### src/rtl/pil_pkg.sv
`timescale 1ns / 1ps
`default_nettype none

package pil_pkg;

  localparam int HIST_DEPTH = 8;
  localparam int TIME_W     = 32;
  localparam int SLOT_W     = 3;
  localparam int WINDOW_W   = 17;
  localparam int EDGE_W     = 2;

  localparam logic [WINDOW_W-1:0] WINDOW_RESET = WINDOW_W'(300);

  localparam logic [EDGE_W-1:0] EDGE_NONE    = 2'd0;
  localparam logic [EDGE_W-1:0] EDGE_RISING  = 2'd1;
  localparam logic [EDGE_W-1:0] EDGE_FALLING = 2'd2;

  localparam int IN_TDATA_W  = 40;
  localparam int OUT_TDATA_W = 72;

  // one input word, lowest field last
  typedef struct packed {
    logic [SLOT_W-1:0] read_slot;
    logic [TIME_W-1:0] now_seconds;
    logic              sensor_level;
  } item_t;

  // one result word, lowest field last
  typedef struct packed {
    logic [TIME_W-1:0] slot_end;
    logic [TIME_W-1:0] slot_start;
    logic              merged;
    logic [EDGE_W-1:0] edge_seen;
    logic              active;
  } res_t;

  localparam int ITEM_W = $bits(item_t);
  localparam int RES_W  = $bits(res_t);

endpackage

`default_nettype wire

### src/rtl/pil_core.sv
`timescale 1ns / 1ps
`default_nettype none

module pil_core (
  input  wire logic                          clk,
  input  wire logic                          rst_n,
  input  wire logic                          upd_en,
  input  wire pil_pkg::item_t                item,
  input  wire logic [pil_pkg::WINDOW_W-1:0]  merge_window,
  output pil_pkg::res_t                      res
);

  logic                        last_level_r;
  logic                        last_level_nxt;
  logic [pil_pkg::TIME_W-1:0]  start_r   [pil_pkg::HIST_DEPTH];
  logic [pil_pkg::TIME_W-1:0]  end_r     [pil_pkg::HIST_DEPTH];
  logic [pil_pkg::TIME_W-1:0]  start_nxt [pil_pkg::HIST_DEPTH];
  logic [pil_pkg::TIME_W-1:0]  end_nxt   [pil_pkg::HIST_DEPTH];

  logic                        rise;
  logic                        fall;
  logic [pil_pkg::TIME_W:0]    gap;
  logic                        in_window;

  assign rise = item.sensor_level & ~last_level_r;
  assign fall = ~item.sensor_level & last_level_r;

  // signed gap: a negative value always counts as inside the window
  assign gap       = {1'b0, item.now_seconds} - {1'b0, end_r[0]};
  assign in_window = gap[pil_pkg::TIME_W] ||
                     (gap[pil_pkg::TIME_W-1:0] <=
                      pil_pkg::TIME_W'(merge_window));

  assign last_level_nxt = item.sensor_level;

  always_comb begin
    for (int i = 0; i < pil_pkg::HIST_DEPTH; i++) begin
      start_nxt[i] = start_r[i];
      end_nxt[i]   = end_r[i];
    end
    if (rise && in_window) begin
      end_nxt[0] = '0;
    end else if (rise) begin
      // shift toward older entries, drop the oldest
      for (int i = 1; i < pil_pkg::HIST_DEPTH; i++) begin
        start_nxt[i] = start_r[i-1];
        end_nxt[i]   = end_r[i-1];
      end
      start_nxt[0] = item.now_seconds;
      end_nxt[0]   = '0;
    end else if (fall) begin
      end_nxt[0] = item.now_seconds;
    end
  end

  always_comb begin
    res.active     = item.sensor_level;
    res.edge_seen  = rise ? pil_pkg::EDGE_RISING :
                     fall ? pil_pkg::EDGE_FALLING : pil_pkg::EDGE_NONE;
    res.merged     = rise & in_window;
    res.slot_start = '0;
    res.slot_end   = '0;
    // slots past the history read as zero
    for (int i = 0; i < pil_pkg::HIST_DEPTH; i++) begin
      if (32'(item.read_slot) == 32'(i)) begin
        res.slot_start = start_nxt[i];
        res.slot_end   = end_nxt[i];
      end
    end
  end

  always_ff @(posedge clk) begin
    if (!rst_n) begin
      last_level_r <= 1'b0;
      for (int i = 0; i < pil_pkg::HIST_DEPTH; i++) begin
        start_r[i] <= '0;
        end_r[i]   <= '0;
      end
    end else if (upd_en) begin
      last_level_r <= last_level_nxt;
      for (int i = 0; i < pil_pkg::HIST_DEPTH; i++) begin
        start_r[i] <= start_nxt[i];
        end_r[i]   <= end_nxt[i];
      end
    end
  end

endmodule

`default_nettype wire

### src/rtl/presence_interval_logger_unit.sv
`timescale 1ns / 1ps
`default_nettype none

// Channel  Direction  Handshake            Payload
// in_      slave      in_tvalid/in_tready  in_tdata: level, now, read slot
// out_     master     out_tvalid/out_tready out_tdata: level, edge, merged, start, end
// cfg_     write      cfg_wr_en            cfg_wr_data: merge window
//
// One word per cycle sustained while out_tready stays high; out_tvalid for a word
// rises once it has passed the input register and then the history update into
// the result register. Reset clears the level, the whole history and the valid
// bits, and loads a merge window of 300. A stalled output keeps one word in the
// input register, then in_tready drops until out_tready returns.

module presence_interval_logger_unit (
  input  wire logic                              clk,
  input  wire logic                              rst_n,
  input  wire logic                              in_tvalid,
  output logic                                   in_tready,
  // [0] sensor_level, [32:1] now_seconds, [35:33] read_slot, [39:36] zero
  input  wire logic [pil_pkg::IN_TDATA_W-1:0]    in_tdata,
  output logic                                   out_tvalid,
  input  wire logic                              out_tready,
  // [0] active, [2:1] edge_seen, [3] merged, [35:4] slot_start,
  // [67:36] slot_end, [71:68] zero
  output logic [pil_pkg::OUT_TDATA_W-1:0]        out_tdata,
  input  wire logic                              cfg_wr_en,
  input  wire logic [pil_pkg::WINDOW_W-1:0]      cfg_wr_data
);

  logic [pil_pkg::WINDOW_W-1:0] window_r;
  logic                         s1_valid_r;
  pil_pkg::item_t               s1_item_r;
  logic                         out_valid_r;
  pil_pkg::res_t                out_res_r;
  pil_pkg::res_t                res;
  logic                         move_out;
  logic                         upd_en;
  logic                         in_acc;

  assign move_out  = ~out_valid_r | out_tready;
  assign upd_en    = s1_valid_r & move_out;
  assign in_tready = ~s1_valid_r | move_out;
  assign in_acc    = in_tvalid & in_tready;

  pil_core u_core (
    .clk          (clk),
    .rst_n        (rst_n),
    .upd_en       (upd_en),
    .item         (s1_item_r),
    .merge_window (window_r),
    .res          (res)
  );

  always_ff @(posedge clk) begin
    if (!rst_n) begin
      window_r    <= pil_pkg::WINDOW_RESET;
      s1_valid_r  <= 1'b0;
      out_valid_r <= 1'b0;
    end else begin
      if (cfg_wr_en) begin
        window_r <= cfg_wr_data;
      end
      if (in_acc) begin
        s1_valid_r <= 1'b1;
      end else if (move_out) begin
        s1_valid_r <= 1'b0;
      end
      if (move_out) begin
        out_valid_r <= s1_valid_r;
      end
    end
  end

  always_ff @(posedge clk) begin
    if (in_acc) begin
      s1_item_r <= in_tdata[pil_pkg::ITEM_W-1:0];
    end
    if (upd_en) begin
      out_res_r <= res;
    end
  end

  assign out_tvalid = out_valid_r;
  assign out_tdata  = {(pil_pkg::OUT_TDATA_W - pil_pkg::RES_W)'(0), out_res_r};

endmodule

`default_nettype wire

### config.mk
export PLATFORM = sky130hd
export DESIGN_NAME = presence_interval_logger_unit
export DESIGN_NICKNAME = d
export VERILOG_FILES = /design/src/rtl/pil_pkg.sv /design/src/rtl/pil_core.sv /design/src/rtl/presence_interval_logger_unit.sv
export SDC_FILE = /design/constraint.sdc
export NUM_CORES = 1
export LEC_CHECK = 0
export BUFFER_PORTS_ARGS = -buffer_cell sky130_fd_sc_hd__buf_2
export CAP_MARGIN = 20
export CORE_UTILIZATION = 40
export CTS_CLUSTER_SIZE = 12
export DETAILED_ROUTE_END_ITERATION = 10
export PLACE_DENSITY = 0.66
export SYNTH_ARGS = -nofsm -noshare
export SYNTH_HDL_FRONTEND = slang
export SYNTH_SLANG_ARGS = --single-unit
### constraint.sdc
create_clock -name clk -period 16.7 [get_ports clk]
set_input_delay 0.835 -clock clk [delete_from_list [all_inputs] [get_ports clk]]
set_output_delay 0.835 -clock clk [all_outputs]
set_load 0.02 [all_outputs]
## Word level (Yosys, flattened, before mapping)

Memory sizes are Yosys's and may differ from the RTL's.
Index checks and enable logic that the tools add are counted.

| storage, ports and cells | value |
|---|---|
| flip-flop bits (word level) | 124 |
| bits in latches | 0 |
| RAM bits | 512 |
| memory bits (read-only) | 0 |
| bits of input ports | 62 |
| output and inout port bits | 74 |
| word-level logic and storage cells | 92 |
| memories kept | 2 |

| operators by class | value |
|---|---|
| add/sub/neg operators | 1 |
| $mul | 0 |
| div/mod/pow operators | 0 |
| magnitude comparators | 1 |
| equal/unequal tests | 7 |
| shift operators | 0 |
| muxes and demuxes | 38 |
| bitwise logic cells | 27 |
| reductions and logical operators | 4 |

Memory list:

| name | words | bits a word | rd ports | clocked after memory_dff | write ports | line | source |
|---|---|---|---|---|---|---|---|
| u_core.end_r | 8 | 32 | 8 | 0 | 8 | pil_core.sv:16 | `logic [pil_pkg::TIME_W-1:0] end_r [pil_pkg::HIST_DEPTH];` |
| u_core.start_r | 8 | 32 | 8 | 0 | 8 | pil_core.sv:15 | `logic [pil_pkg::TIME_W-1:0] start_r [pil_pkg::HIST_DEPTH];` |

Operators with widths:

| kind | number |
|---|---|
| $mux 32 | 19 |
| $mux 256 | 2 |
| $mux 64 | 8 |
| $mux 224 | 2 |
| $sub 32x32->33 | 1 |
| $le 32x17->1 | 1 |
| $or 1x1->1 | 18 |
| $eq 3x3->1 const B | 4 |
| $eq 3x2->1 const B | 2 |
| $mux 1 | 6 |
| $and 1x1->1 | 5 |
| $not 1->1 | 4 |
| $eq 3x1->1 const B | 1 |
| $logic_not 3->1 | 1 |
| $mux 2 | 1 |
| $reduce_bool 2->1 | 1 |
| $logic_and 1x1->1 | 1 |
| $logic_or 1x1->1 | 1 |

## Longest topological paths before layout

Gate-level depths: netlist (run 1).
An unclocked memory read counts as a cell.

| depth | value |
|---|---|
| depth in word-level cells | 14 |
| gate-level depth with buffers | 26 |
| gate-level depth less buffers | 22 |

## By module

From an unflattened synthesis (run 1), not the netlist that was laid out.

| unflattened totals | value |
|---|---|
| cells, all modules | 3033 |
| area, all modules | 34606.9 um2 |

Modules (own cells, without submodules):

| module | times used | cells an instance | area each (um2) | sequential area each (um2) |
|---|---|---|---|---|
| pil_core | 1 | 2861 | 30723.2 | 15394.8 |
| presence_interval_logger_unit | 1 | 172 | 3883.7 | 3503.4 |

## Worst setup path before layout (run 1)

No wires, ideal clock.

| path | value |
|---|---|
| path type | input to register |
| from | input out_tready |
| to | memory u_core.end_r[0][0] (netlist bit) (enable) |
| library setup time | 0.947 ns |
| arrival time | 16.072 ns |
| setup slack | -0.318 ns |
| stages | 3 |
| path through | nor2b_1 -> nor2b_1 -> nand2b_1 |

RTL lines:

| item | line | source |
|---|---|---|
| start: declaration | presence_interval_logger_unit.sv:23 | `input wire logic out_tready,` |
| end: declaration | pil_core.sv:16 |  |

==> metrics, run 1 <==
chip width=295.9 um; via count=25.93k; cell taking the most area after synthesis=edfxtp_1; Final Max Tran Viols=0; CTS buffer count=74; DRC=0; DRT Pass-1 Iters=6; routability cong.=0.9266; Initial Util=40.46%; grt met1 use=31.38%; Final Critical Period=8190 ps; switch share=27.76%; Synth top cells by count=622 x nand2_1, 616 x edfxtp_1, 428 x a21oi_1; Post-DP HPWL=56,590 um; yosys warns=0; GRT Residual Overflow=0; CP Class=reg2reg; initial antenna violation count=5; status=completed; Power Total=4.170 mW; GRT busiest layer=met2; post-DR wirelength/cell=21.21 um; fin util=44.59%; clock root cell=clkbuf_16; drt initial violations=2,635; CP Data Arrival Time=8520 ps; hold_buf cts=0; Core Box Area=85,410 sq um; Sw Pwr=1.158 mW; vias in the first global route=24.28k; CP max stage delay=870 ps; worst-path maximum fanout=84; share of Yosys cell area claimed by the top area cell type=53.52%; Area Overhead vs Synth=10.19%; RSZ-0062 raised after global routing=false; Die H=295.9 um; CP top delay family=compound AO/OA/AOI/OAI gates; maximum vdd drop=0.07381 mV; Power per Cell Area=109.5 nW/um^2; Seq/Total Area, Yosys=54.68%; CP startpoint kind=flop; worst-path cell chain=ha_1, o21a_1, o211ai_2, a31o_4, o21ai_0, a21oi_1, xnor2_1, ha_1, nand4_1, or4_1, o22ai_1, a31oi_1, nor4_1, o2111ai_1, o32ai_2, or2_4, buf_4, buf_4, mux2i_1, nand2_1, nand3_1, o2111ai_1; first-pass GRT wire length=144,600 um; f_max=122.1 MHz; maxcap violations=0; Synth Cell Area=34,560 sq um; layout cell share with drive strength beyond 1=10.13%; worst min path class=in2reg; io pins=136; Netlist cell types=77; number of flops mapped to enable cells by yosys=616; CTS resizes=0; H-tree levels=3; ys flop type=edfxtp_1; Worst Tran Pin Value=1118 ps; period utilization=49.04%; drt total wl=94,670 um; Clock Skew=39.21 ps; Final nets=3,376; synth top area cells=edfxtp_1 54%, mux2i_1 7.0%, nand2_1 6.8%, a21oi_1 6.2%, nor2b_1 2.2%; count leader, synth=nand2_1; Longest Clk Path Bufs=3; Final Hold Vio Count=0; number of routed nets with antenna violations=0; Gate power share=15.0%; DIE AREA=87,580 sq um; Worst path slowest cell=buf_4; Fin Setup TNS=0 ps; Vias/cell=5.811; Cell Int Power=3.012 mW; Clock Latency Late Sink=630 ps; max_slew headroom=25.45%; met2 Usage GRT=31.51%; synthesis-stage register bit count=636; Site Rows=107; met3 Use GR=3.725%; Clk pwr share=37.7%; CTS clk-pin slew, worst paths=60 ps; critical path required time=17,030 ps; Mapped Cells=3,281; largest net degree at the start of global routing=170; Worst Setup End Kind=flop; Total Routing Usage GR=21.24%; share of power burned in registers=47.3%; Finish-stage setup viols=0; post-synthesis async set-or-reset flop share=0%; PortBufs=127; clock tree sinks=636; worst path bufs/invs=2; syn avg cell area=10.53 sq um; Post-CTS Setup Bufs=0; CTS tree=yes; Pleak=14.28 nW
[metal layers]
metal | vias to the layer above | wire length, um
met5 | - | 10
met4 | 2 | 2307
met3 | 139 | 7251
met2 | 925 | 41700
met1 | 12730 | 43400
li1 | 12140 | -
[flip-flops by register name, summed over array words and instances (netlist names)]
signal / flops
u_core.end_r: 256
u_core.start_r: 256
out_tdata: 68
s1_item_r: 36
window_r: 17
out_tvalid: 1
s1_valid_r: 1
u_core.last_level_r: 1
[cells by family after synthesis]
family	Yosys count	share of synthesized area (%)
simple gates	1122	14.40
compound gates	856	15.96
flops	636	54.68
buf+inv	325	4.645
mux	273	8.019
fa+ha+maj	50	1.832
xor+xnor	18	0.4561
other cells	1	0.01085
[metrics by stage]
step	hold slack (ps)	cells	setup WS (ps)	cell area (sq um)
after floorplan	449.1	3284	5315	34580
after global placement	481.8	4329	8661	35680
after detailed placement	482.4	4330	8586	35700
after CTS	349.0	4460	8551	38030
after global routing	362.8	4462	7955	38080
final	377.9	4463	8510	38090
[layout make-up]
cell class | count | area [sq um]
multi-input cells | 2323 | 14160
diodes | 1 | 2.502
inverters | 59 | 221.5
clock inverters | 31 | 247.7
repair buffers | 170 | 1039
flip-flops and latches | 636 | 18900
fillers | 8185 | 47330
well taps | 1144 | 1431
clock buffers | 99 | 2081
[worst paths after layout]
| path | end | startpoint | slack (ps) | depth (start not counted) |
|---|---|---|---|---|
| max | out_tdata[23] | s1_item_r[7] | 8510 | 22 |
| min | s1_item_r[30] | in_tdata[30] | 380 | 1 |
| max reg2reg | out_tdata[23] | s1_item_r[7] | 8510 | 22 |
| min reg2reg | window_r[5] | window_r[5] | 490 | 2 |
[power by group through the flow]
stage	logic (mW)	clock network [mW]	registers, mW
detailed placement	0.620	0	2.00
CTS	0.623	1.60	1.97
finish	0.627	1.57	1.97
global route	0.690	1.66	1.98
global placement	0.615	0	2.00
floorplan	0.457	0	2.01
[layout by cell type, fill, tap and decap left out, drive strengths merged, types with 35 or more instances in the layout]
master	Yosys	final
nor2	196	196
o22ai	35	35
inv	59	60
buf	86	170
ha	49	49
a21oi	428	428
nor2b	120	120
o21ai	40	40
and2	38	38
mux2i	242	242
nand2	622	622
nor4	35	35
edfxtp	616	616
clkbuf	180	99
nand3	38	38
Note: power is estimated with default switching activity, not from simulation.
==> run 2, diff against run 1 <==
==> constraint.sdc (replaced) <==
create_clock -name clk -period 7.3 [get_ports clk]
set_input_delay 0.365 -clock clk [delete_from_list [all_inputs] [get_ports clk]]
set_output_delay 0.365 -clock clk [all_outputs]
set_load 0.02 [all_outputs]
==> run 2 against run 1 <==
  * Sequential share of layout area decreased by 0.92 points
  * Worst setup slack got worse by 8100 ps
  * Clock power grew 130%
  * Via count grew 2.0%
  * Critical path depth grew 1
  * Routed wire length is 1.7% higher
  * Flip-flop and latch count stayed put
  * Hold slack worse by 330 ps
  * Cell count rose by 1.7%
  * Die area is the same
  * First-iteration DRC count up 13%
  * Clock-buffer cell count is 5 lower
  * Critical path type unchanged
==> metrics, run 2 (synthesized netlist as in run 1, its figures left out) <==
maxcap violations=0 (unchanged); Post-CTS Setup Bufs=0 (unchanged); worst path bufs/invs=2 (unchanged); Sw Pwr=2.667 mW (+130%); Final Critical Period=6843 ps (-1347 ps); CTS tree=yes; DRT Pass-1 Iters=6 (unchanged); Fin Setup TNS=0 ps (unchanged); Longest Clk Path Bufs=3 (unchanged); commonest non-fill, non-tap cells in the layout=619 x nand2_1, 616 x edfxtp_1, 428 x a21oi_1; Power per Cell Area=245.6 nW/um^2 (+120%); Gate power share=15.6% (+0.6 points); number of routed nets with antenna violations=0 (unchanged); Total Routing Usage GR=21.76% (+0.51 points); placed cell count=4,353 (+0.53%); CP Data Arrival Time=7150 ps (-1370 ps); layout cell share with drive strength beyond 1=10.42% (+0.30 points); DIE AREA=87,580 sq um (unchanged); CP top delay family=compound AO/OA/AOI/OAI gates; Final nets=3,449 (+2.2%); Pleak=14.60 nW (+2.3%); CP Class=reg2reg; DRC=0 (unchanged); number of fill cells=8,129 (-0.68%); Clock Latency Late Sink=630 ps (about the same); worst min path class=in2reg; Clk pwr share=37.1% (-0.6 points); DR WL met2=43,270 um (+3.8%); chip width=295.9 um (unchanged); CTS clk-pin slew, worst paths=60 ps (about the same); period utilization=93.74% (+45 points); cell repeated most along the worst path=o22ai_1; Reg2Reg Depth=23 (+4.5%); Vias/cell=5.826 (+0.26%); fin util=45.44% (+0.85 points); worst-path maximum fanout=28 (-67%); CP max stage delay=550 ps (-320 ps); clock root cell=clkbuf_16; Initial Util=40.46% (unchanged); Power Total=9.530 mW (+130%); post-DR wirelength/cell=21.21 um (about the same); most common cell after layout, fill and taps aside=nand2_1; Met3 Wirelength=7831 um (+8.0%); via count=26.45k (+2.0%); Final Non-Filler Cells=4,541 (+1.7%); first-pass GRT wire length=148,800 um (+2.9%); top sig layer=met4; f_max=146.1 MHz (+20%); Worst Tran Pin Value=1121 ps (+2.797 ps); Final Hold Vio Count=0 (unchanged); PortBufs=127 (unchanged); drt initial violations=2,972 (+13%); max_slew headroom=25.26% (-0.19 points); Post-DP HPWL=58,600 um (+3.5%); status=completed; Final Max Tran Viols=0 (unchanged); setup slack, reg-to-reg=460 ps (-8050 ps); Site Rows=107 (unchanged); vias in the first global route=25.05k (+3.2%); worst-path cell chain=inv_1, ha_1, fa_1, nand2b_1, a21oi_1, o22ai_1, o21bai_1, a21oi_1, xnor2_1, ha_1, nand4_1, or4_1, o22ai_1, a31oi_1, nor4_1, o2111ai_1, o32ai_2, or2_4, buf_4, mux2i_1, o221ai_1, nor4_1, o22ai_1; Core Box Area=85,410 sq um (unchanged); io pins=136 (unchanged); share of power burned in registers=47.3% (about the same); largest net degree at the start of global routing=159 (-6.5%); min-delay src=cfg_wr_data[0]; switch share=27.99% (+0.23 points); critical path required time=7610 ps (-9420 ps); capturing point of the worst reg2reg path=out_tdata[59]; Clock Skew=29.74 ps (-9.468 ps); Worst Setup End Kind=flop; Area Overhead vs Synth=12.29%; RR Startpoint=s1_item_r[1]; RSZ-0062 raised after global routing=false; hold depth=3 (+2); Cell Int Power=6.862 mW (+130%); drt total wl=96,320 um (+1.7%); Finish-stage setup viols=0 (unchanged); initial antenna violation count=3 (-2); GRT Residual Overflow=0 (unchanged); H-tree levels=3 (unchanged); CTS buffer count=73 (-1.4%); Die H=295.9 um (unchanged); worst min-delay path endpoint=window_r[0]; CP startpoint kind=flop; routability cong.=0.9355 (+0.96%); maximum vdd drop=0.1698 mV (+130%); Worst path slowest cell=or4_1; clock tree sinks=636 (unchanged); M1 wire length=42,820 um (-1.3%)
[run 2: tightest hold or removal path: cells and delay by family]
family / cells / cell delay (ps)
simple gates: 1 / 110
buf+inv: 1 / 90
mux: 1 / 70
[run 2: final cells by class]
cell class	count	area [sq um]	share of cell area (%)
multi-input combinational	2323	14160	36.50
sequential	636	18900	48.70
antenna	1	2.502	0.006448
clock buffer	94	1989	5.126
inverter	59	221.5	0.5707
timing repair buffer	244	1812	4.668
tap	1144	1431	3.688
clock inverter	40	289.0	0.7448
[run 2: power by group through the flow]
| stage | clock network (mW) | registers, mW | logic, mW |
|---|---|---|---|
| 6_report | 3.54 | 4.51 | 1.48 |
| 2_1_floorplan | 0 | 4.57 | 1.05 |
| 4_1_cts | 3.60 | 4.51 | 1.47 |
| 3_5_place_dp | 0 | 4.58 | 1.45 |
| 3_3_place_gp | 0 | 4.58 | 1.44 |
| 5_1_grt | 3.74 | 4.54 | 1.63 |
[run 2: stage by stage]
step           hold slack (ps)  setup slack, ps  cell area [sq um]
2_1_floorplan            449.1             1400              34590
3_3_place_gp             483.5            732.1              36000
3_5_place_dp             482.0            671.5              36000
4_1_cts                  20.21            607.6              38810
5_1_grt                  46.06            42.32              38810
6_report                 48.32            456.9              38810
[run 2: how the worst max path moves through the flow]
| stage | start | end | slack, ps | depth (start not counted) |
|---|---|---|---|---|
| 3_5_place_dp | s1_item_r[1] | out_tdata[44] | 670 | 24 |
| 3_3_place_gp | s1_item_r[1] | out_tdata[59] | 730 | 23 |
| 5_1_grt | s1_item_r[1] | out_tdata[59] | 40 | 23 |
| 2_1_floorplan | out_tvalid | u_core.end_r[0][0] | 1400 | 3 |
| 6_report | s1_item_r[1] | out_tdata[59] | 460 | 23 |
| 4_1_cts | s1_item_r[1] | out_tdata[60] | 610 | 23 |
[run 2: layer usage]
metal / vias up / global-route usage [%]
met5: - / 0
met4: 0 / 6.990
met3: 147 / 3.717
met2: 1034 / 32.60
met1: 13000 / 31.87
li1: 12280 / -
[run 2: what timing repair did]
item / CTS / global route
hold endpoints to repair: 53 / 0
gates resized for setup: 0 / 0
hold buffers: 53 / 0
